`src/design/ssl_pkg.sv`:
```
// ----------------------------------------------------------------------------
// Stick shaping slew limiter package
// Shared constants and the command type between controller and datapath.
// ----------------------------------------------------------------------------
`default_nettype none

package ssl_pkg;

   localparam int SAMPLE_WIDTH_DEFAULT = 16;
   localparam int CSR_ADDR_WIDTH       = 1;

   localparam logic [CSR_ADDR_WIDTH-1:0] REG_DEADBAND = 1'd0;
   localparam logic [CSR_ADDR_WIDTH-1:0] REG_SLEW     = 1'd1;

   typedef enum logic [1:0] {
      MUL_SQ_LEFT,
      MUL_CUBE_LEFT,
      MUL_SQ_RIGHT,
      MUL_CUBE_RIGHT
   } mul_op_type;

   typedef struct packed {
      logic       load;
      logic       mul_en;
      mul_op_type mul_op;
      logic       store_left;
      logic       store_right;
   } dp_cmd_type;

endpackage

`default_nettype wire

```
`src/design/ssl_ctrl.sv`:
```
// ----------------------------------------------------------------------------
// Stick shaping controller
// Sequences the shared multiplier and the shaper over one item.
// ----------------------------------------------------------------------------
`default_nettype none

module ssl_ctrl (
   input  wire                clock,
   input  wire                reset,
   input  wire                req_tvalid,
   output logic               req_tready,
   output logic               rsp_tvalid,
   input  wire                rsp_tready,
   output ssl_pkg::dp_cmd_type cmd
);
   import ssl_pkg::*;

   typedef enum logic [2:0] {
      ST_IDLE,
      ST_SQ_LEFT,
      ST_CUBE_LEFT,
      ST_SQ_RIGHT,
      ST_CUBE_RIGHT,
      ST_FINISH
   } state_type;

   state_type state_ff;
   logic      rsp_valid_ff;
   logic      out_free;

   // The output register may be reloaded when empty or drained this cycle.
   assign out_free   = !rsp_valid_ff || rsp_tready;
   assign req_tready = (state_ff == ST_IDLE);
   assign rsp_tvalid = rsp_valid_ff;

   always_comb begin
      cmd = '{load: 1'b0, mul_en: 1'b0, mul_op: MUL_SQ_LEFT,
              store_left: 1'b0, store_right: 1'b0};
      unique case (state_ff)
         ST_IDLE: begin
            cmd.load = req_tvalid;
         end
         ST_SQ_LEFT: begin
            cmd.mul_en = 1'b1;
            cmd.mul_op = MUL_SQ_LEFT;
         end
         ST_CUBE_LEFT: begin
            cmd.mul_en = 1'b1;
            cmd.mul_op = MUL_CUBE_LEFT;
         end
         ST_SQ_RIGHT: begin
            cmd.mul_en     = 1'b1;
            cmd.mul_op     = MUL_SQ_RIGHT;
            cmd.store_left = 1'b1;
         end
         ST_CUBE_RIGHT: begin
            cmd.mul_en = 1'b1;
            cmd.mul_op = MUL_CUBE_RIGHT;
         end
         ST_FINISH: begin
            cmd.store_right = out_free;
         end
         default: begin
            cmd.load = 1'b0;
         end
      endcase
   end

   always_ff @(posedge clock) begin
      if (reset) begin
         state_ff     <= ST_IDLE;
         rsp_valid_ff <= 1'b0;
      end else begin
         if (state_ff == ST_FINISH && out_free) begin
            rsp_valid_ff <= 1'b1;
         end else if (rsp_tready) begin
            rsp_valid_ff <= 1'b0;
         end
         unique case (state_ff)
            ST_IDLE: begin
               if (req_tvalid) begin
                  state_ff <= ST_SQ_LEFT;
               end
            end
            ST_SQ_LEFT:    state_ff <= ST_CUBE_LEFT;
            ST_CUBE_LEFT:  state_ff <= ST_SQ_RIGHT;
            ST_SQ_RIGHT:   state_ff <= ST_CUBE_RIGHT;
            ST_CUBE_RIGHT: state_ff <= ST_FINISH;
            ST_FINISH: begin
               if (out_free) begin
                  state_ff <= ST_IDLE;
               end
            end
            default: state_ff <= ST_IDLE;
         endcase
      end
   end

endmodule

`default_nettype wire

```
`src/design/ssl_datapath.sv`:
```
// ----------------------------------------------------------------------------
// Stick shaping datapath
// Configuration registers, one shared multiplier, the deadband and slew
// shaper, the previous outputs and the output register.
// ----------------------------------------------------------------------------
`default_nettype none

module ssl_datapath #(
   parameter int SAMPLE_WIDTH = ssl_pkg::SAMPLE_WIDTH_DEFAULT
) (
   input  wire                                  clock,
   input  wire                                  reset,
   input  ssl_pkg::dp_cmd_type                  cmd,
   input  wire                                  csr_we,
   input  wire  [ssl_pkg::CSR_ADDR_WIDTH-1:0]   csr_addr,
   input  wire  [SAMPLE_WIDTH-2:0]              csr_wdata,
   input  wire  signed [SAMPLE_WIDTH-1:0]       left_stick,
   input  wire  signed [SAMPLE_WIDTH-1:0]       right_stick,
   output logic signed [SAMPLE_WIDTH-1:0]       left_drive,
   output logic signed [SAMPLE_WIDTH-1:0]       right_drive
);
   import ssl_pkg::*;

   localparam int W         = SAMPLE_WIDTH;
   localparam int FRAC_BITS = SAMPLE_WIDTH - 1;
   localparam longint unsigned DB_RESET   = ((64'd1 << FRAC_BITS) + 64'd10) / 64'd20;
   localparam longint unsigned SLEW_RESET = ((64'd3 << FRAC_BITS) + 64'd5) / 64'd10;

   logic        [FRAC_BITS-1:0] db_ff;
   logic        [FRAC_BITS-1:0] slew_ff;
   logic signed [W-1:0]         x_left_ff;
   logic signed [W-1:0]         x_right_ff;
   logic signed [2*W:0]         mul_ff;
   logic signed [W-1:0]         prev_left_ff;
   logic signed [W-1:0]         prev_right_ff;
   logic signed [W-1:0]         out_left_ff;
   logic signed [W-1:0]         out_right_ff;

   logic signed [W:0]   mul_a;
   logic signed [W-1:0] mul_b;
   logic signed [W:0]   square;
   logic signed [W-1:0] cube;
   logic signed [W-1:0] prev_sel;
   logic signed [W+1:0] cube_x;
   logic signed [W+1:0] mag;
   logic signed [W+1:0] db_x;
   logic signed [W+1:0] slew_x;
   logic signed [W+1:0] prev_x;
   logic signed [W+1:0] gated;
   logic signed [W+1:0] upper;
   logic signed [W+1:0] lower;
   logic signed [W+1:0] shaped_x;
   logic signed [W-1:0] shaped;

   // A square is never negative and at most one, so its integer part
   // fits in the upper half of the product with a zero sign bit added.
   assign square = $signed({1'b0, mul_ff[2*FRAC_BITS:FRAC_BITS]});
   // The cube always fits the sample range, so truncating the shifted
   // product is the floor shift.
   assign cube   = $signed(mul_ff[FRAC_BITS +: W]);

   always_comb begin
      case (cmd.mul_op)
         MUL_SQ_LEFT: begin
            mul_a = (W+1)'(x_left_ff);
            mul_b = x_left_ff;
         end
         MUL_CUBE_LEFT: begin
            mul_a = square;
            mul_b = x_left_ff;
         end
         MUL_SQ_RIGHT: begin
            mul_a = (W+1)'(x_right_ff);
            mul_b = x_right_ff;
         end
         MUL_CUBE_RIGHT: begin
            mul_a = square;
            mul_b = x_right_ff;
         end
         default: begin
            mul_a = square;
            mul_b = x_left_ff;
         end
      endcase
   end

   // Deadband and slew clamp, shared by the two channels.
   always_comb begin
      prev_sel = cmd.store_left ? prev_left_ff : prev_right_ff;
      cube_x   = (W+2)'(cube);
      mag      = (cube_x < 0) ? -cube_x : cube_x;
      db_x     = $signed({3'b000, db_ff});
      slew_x   = $signed({3'b000, slew_ff});
      prev_x   = (W+2)'(prev_sel);
      gated    = (mag < db_x) ? '0 : cube_x;
      upper    = prev_x + slew_x;
      lower    = prev_x - slew_x;
      if (gated > upper) begin
         shaped_x = upper;
      end else if (gated < lower) begin
         shaped_x = lower;
      end else begin
         shaped_x = gated;
      end
      shaped = $signed(shaped_x[W-1:0]);
   end

   always_ff @(posedge clock) begin
      if (reset) begin
         db_ff         <= FRAC_BITS'(DB_RESET);
         slew_ff       <= FRAC_BITS'(SLEW_RESET);
         prev_left_ff  <= '0;
         prev_right_ff <= '0;
      end else begin
         if (csr_we) begin
            unique case (csr_addr)
               REG_DEADBAND: db_ff   <= csr_wdata;
               REG_SLEW:     slew_ff <= csr_wdata;
               default:      db_ff   <= db_ff;
            endcase
         end
         if (cmd.store_left) begin
            prev_left_ff <= shaped;
         end
         if (cmd.store_right) begin
            prev_right_ff <= shaped;
         end
      end
   end

   always_ff @(posedge clock) begin
      if (cmd.load) begin
         x_left_ff  <= left_stick;
         x_right_ff <= right_stick;
      end
      if (cmd.mul_en) begin
         mul_ff <= mul_a * mul_b;
      end
      if (cmd.store_right) begin
         out_left_ff  <= prev_left_ff;
         out_right_ff <= shaped;
      end
   end

   assign left_drive  = out_left_ff;
   assign right_drive = out_right_ff;

endmodule

`default_nettype wire

```
`src/design/stick_shaping_slew_limiter.sv`:
```
// An accepted item takes four passes through the single shared multiplier
// (square and cube per channel) between the accept and finish steps. Its
// result is registered at finish; req_tready stays low until the return to idle.
// A result waiting on rsp_tready holds the finish step until it is taken.
// Reset (synchronous, active high) clears the previous outputs to zero and
// loads deadband_threshold = 0.05 and slew_step = 0.3 in Q1.F.
// ----------------------------------------------------------------------------
// Stick shaping slew limiter
// Two-channel tank-drive shaper: cube, deadband and slew-rate clamp.
// ----------------------------------------------------------------------------
`default_nettype none

module stick_shaping_slew_limiter #(
   parameter int SAMPLE_WIDTH = ssl_pkg::SAMPLE_WIDTH_DEFAULT
) (
   input  wire                                clock,
   input  wire                                reset,
   input  wire                                req_tvalid,
   output logic                               req_tready,
   // req_tdata: left_stick, right_stick (from bit 0 up), zero padded
   input  wire  [((2*SAMPLE_WIDTH+7)/8)*8-1:0] req_tdata,
   output logic                               rsp_tvalid,
   input  wire                                rsp_tready,
   // rsp_tdata: left_drive, right_drive (from bit 0 up), zero padded
   output logic [((2*SAMPLE_WIDTH+7)/8)*8-1:0] rsp_tdata,
   input  wire                                csr_we,
   input  wire  [ssl_pkg::CSR_ADDR_WIDTH-1:0] csr_addr,
   input  wire  [SAMPLE_WIDTH-2:0]            csr_wdata
);
   import ssl_pkg::*;

   localparam int TDATA_WIDTH = ((2*SAMPLE_WIDTH+7)/8)*8;

   dp_cmd_type                cmd;
   logic signed [SAMPLE_WIDTH-1:0] left_stick;
   logic signed [SAMPLE_WIDTH-1:0] right_stick;
   logic signed [SAMPLE_WIDTH-1:0] left_drive;
   logic signed [SAMPLE_WIDTH-1:0] right_drive;

   assign left_stick  = $signed(req_tdata[SAMPLE_WIDTH-1:0]);
   assign right_stick = $signed(req_tdata[2*SAMPLE_WIDTH-1:SAMPLE_WIDTH]);
   assign rsp_tdata   = TDATA_WIDTH'({right_drive, left_drive});

   ssl_ctrl u_ctrl (
      .clock      (clock),
      .reset      (reset),
      .req_tvalid (req_tvalid),
      .req_tready (req_tready),
      .rsp_tvalid (rsp_tvalid),
      .rsp_tready (rsp_tready),
      .cmd        (cmd)
   );

   ssl_datapath #(
      .SAMPLE_WIDTH (SAMPLE_WIDTH)
   ) u_datapath (
      .clock       (clock),
      .reset       (reset),
      .cmd         (cmd),
      .csr_we      (csr_we),
      .csr_addr    (csr_addr),
      .csr_wdata   (csr_wdata),
      .left_stick  (left_stick),
      .right_stick (right_stick),
      .left_drive  (left_drive),
      .right_drive (right_drive)
   );

endmodule

`default_nettype wire

```
`config.mk`:
```
export PLATFORM = sky130hd
export DESIGN_NAME = stick_shaping_slew_limiter
export DESIGN_NICKNAME = d
export VERILOG_FILES = /design/src/design/ssl_pkg.sv /design/src/design/ssl_ctrl.sv /design/src/design/ssl_datapath.sv /design/src/design/stick_shaping_slew_limiter.sv
export SDC_FILE = /design/constraint.sdc
export NUM_CORES = 1
export LEC_CHECK = 0
export ABC_AREA = 0
export BUFFER_PORTS_ARGS = -buffer_cell sky130_fd_sc_hd__buf_2
export CORE_UTILIZATION = 50
export CTS_CLUSTER_SIZE = 40
export DETAILED_ROUTE_END_ITERATION = 7
export PLACE_DENSITY = 0.67
export SKIP_LAST_GASP = 1
export SYNTH_ARGS = -nofsm -noshare
export SYNTH_HDL_FRONTEND = slang
export SYNTH_SLANG_ARGS = --single-unit
```
`constraint.sdc`:
```
create_clock -name clock -period 9 [get_ports clock]
set_input_delay 0 -clock clock [delete_from_list [all_inputs] [get_ports clock]]
set_output_delay 0 -clock clock [all_outputs]
set_load 0.05 [all_outputs]
```
==> results.cfg <==
[synthesis]
synth_area_leaders = fa_1 (28%), edfxtp_1 (13%), ha_1 (10%), inv_1 (7.7%), dfxtp_1 (7.1%)
synth_top_area_frac = 0.283
synth_largest_area_cell = fa_1
ys_seq_area_frac = 0.200
yosys_register_bits = 146
synth_most_common_cell = inv_1
synthArstFlopShare = 0
synth-edff-count = 80
syn_nets = 2545
syn_area_per_cell_um2 = 8.97
yosys-top-cells-count = inv_1 (381), nand2_1 (264), fa_1 (263), nor2_1 (199), ha_1 (156)
synth_area_um2 = 18600
synth_warnings = 0
syn_inst = 2073
synth-main-ff-cell = edfxtp_1
synthDistinctLibCells = 80

[clock_tree]
clk_pin_slew_ns = 0.07
clock-root-buffer = clkbuf_16
cts_sinks = 146
h-tree-depth = 4
cts_inserted_buffers = 17
postCtsSetupRepairBufs = 0
cts_tree = built
clock_path_buffers = 2
clk_latency_ns = 0.44

[route]
num_vias = 15108
routedWlPerCell_um = 20.4
first_pass_iters = 5
via_per_inst = 5.64
drc = 0
drt-total-wl_mm = 54.6
drt-initial-drc-count = 1010
postRouteAntennaNets = 0

[placed_design]
place_hpwl_mm = 43.6
place_congestion = 0.981
port_buffers = 86
place_inst = 2598

[layout]
drive_above_1_share = 0.0959
diodes = 0
fin_cells = 2679
area_growth_syn_to_layout_pct = 11.7
nNetsFinal = 2670
fin_util = 0.567
n_fill_cell = 3278

[timing]
finalHoldViolations = 0
finalSetupTns_ns = 0
relSlewSlack = 0.314
rsz0062_at_grt = false
min_period_over_period = 0.934
report.final.slew_viol_count = 0
finalClockSkew_ns = 0.0142
tightest_slew_ns = 1.02
clock.fmax_ghz = 0.119
min_period_ns = 8.41
setup_viol = 0

[floorplanning]
initial_core_util = 0.508
io_pins = 87
die-area_um2 = 38000
die_h_um = 195
rows = 70
core_um2 = 36600
die_w_um = 195

[hold_path]
min_from = csr_addr
hold_path_depth = 5
worstHoldPathType = input pin to flip-flop

[setup_path]
max_stage_delay_ns = 0.78
cp.required_ns = 9.18
path_common_cell = fa_1
cp_max_fo = 20
r2r-start = u_ctrl.state_ff[1]
arrival_ns = 8.59
crit_slowest_cell = dfxtp_1
cp-end-kind = flip-flop
crit_type = flip-flop to flip-flop
worstSetupStartpoint = u_ctrl.state_ff[1]
cp-start-kind = flip-flop
rr_worst_depth = 25

[global_route]
antenna_found_initial = 0
grt_pass1_wl_mm = 85.8
grt_remaining_overflow = 0
grt_max_degree = 70
grt_use_total = 0.299
grt_pass1_vias = 15396

[run_status]
status = completed

[run]
cap_violations = 0
-- sequential cells by signal, indices dropped and copies added, names as in the netlist --
signal                    flops
u_datapath.left_drive        16
u_datapath.mul_ff            16
u_datapath.prev_left_ff      16
u_datapath.prev_right_ff     16
u_datapath.right_drive       16
u_datapath.x_left_ff         16
u_datapath.x_right_ff        16
u_datapath.db_ff             15
u_datapath.slew_ff           15
u_ctrl.state_ff               3
u_ctrl.rsp_tvalid             1
-- cells by family after synthesis --
kind of cell / share of synthesized area
AOI/OAI and AO/OA: 0.107
xor gates and xnor gates: 0.0325
adders and majority gates: 0.388
buffers and inverters: 0.0931
DFF: 0.200
muxes: 0.0174
and+or+nand+nor: 0.161
-- placed cells by master, fill, tap and decap left out, types with 6 or more instances in the layout --
master         synthesis  routed
nand4_1               10      10
nand2b_1              28      28
nand3_1               18      18
nor3_1                22      22
nor2_1               199     198
ha_1                 156     156
o211ai_1               6       6
and3_1                 7       7
nand3b_1              24      24
a211o_1                9       9
o21ai_0               56      55
a21oi_1               77      77
o311ai_2               7       7
nor2b_1               19      19
and2_1                11      10
inv_6                  0       6
dfxtp_1               66      66
a31oi_1                8       8
a21o_1                21      21
mux2_2                11      11
dlygate4sd3_1          0      49
nor4_1                 8       8
o22ai_1               25      25
buf_4                  1      46
o21a_1                15      15
xor2_1                13      13
clkbuf_16              0      17
inv_1                381     381
xnor2_1               56      56
o31ai_1                8       8
buf_2                  7      86
or3_1                 18      18
a211oi_1              10      10
edfxtp_1              80      80
mux2i_1               20      20
or2_2                  9       9
fa_1                 263     263
nand2_1              264     264
-- area by class of cell --
class	count	area, µm²	share of cell area
Clock buffer	17	425	0.0205
Clock inverter	15	186	0.00898
Inverter	381	1430	0.0689
Multi-Input combinational cell	1471	13100	0.633
Sequential cell	146	3720	0.179
Tap cell	468	586	0.0282
Timing Repair Buffer	181	1270	0.0610
-- metrics by stage --
step	instance area, µm²	worst slack (ns)	hold WS [ns]
after global placement	19700	0.855	0.176
after floorplan	18600	1.59	0.0989
final	20800	0.593	0.111
after CTS	20800	0.681	0.0791
after detailed placement	19700	0.708	0.178
after global routing	20800	0.279	0.135
-- worst paths after layout --
kind                                         endpoint  slack [ns]
worst max-delay path            u_datapath.mul_ff[30]        0.59
worst min-delay path              u_datapath.db_ff[8]        0.11
worst max register to register  u_datapath.mul_ff[30]        0.59
worst min register to register   u_datapath.db_ff[12]        0.46
-- timing repair --
action / CTS / global route
hold buffers: 49 / 0
gates resized for setup: 0 / 0
hold endpoints to repair: 64 / 0
-- critical path: cells and delay by family (launching register included) --
kind | cells | cell delay (ns)
fa+ha+maj | 7 | 3.38
compound gates | 7 | 2.38
simple gates | 6 | 1.08
flops | 1 | 0.78
buf+inv | 4 | 0.38
xor+xnor | 1 | 0.14
-- per-layer routing --
metal  up-vias  track usage  wire length, µm
met1      7481        0.411            23600
met3       111       0.0397             3780
met2       591        0.484            25300
met4         0        0.106             1880
li1       6925            -                -
met5         -            0                0
Power is not shown: default switching activity piles up to over one toggle a cycle in this logic, so the estimate is an artifact.
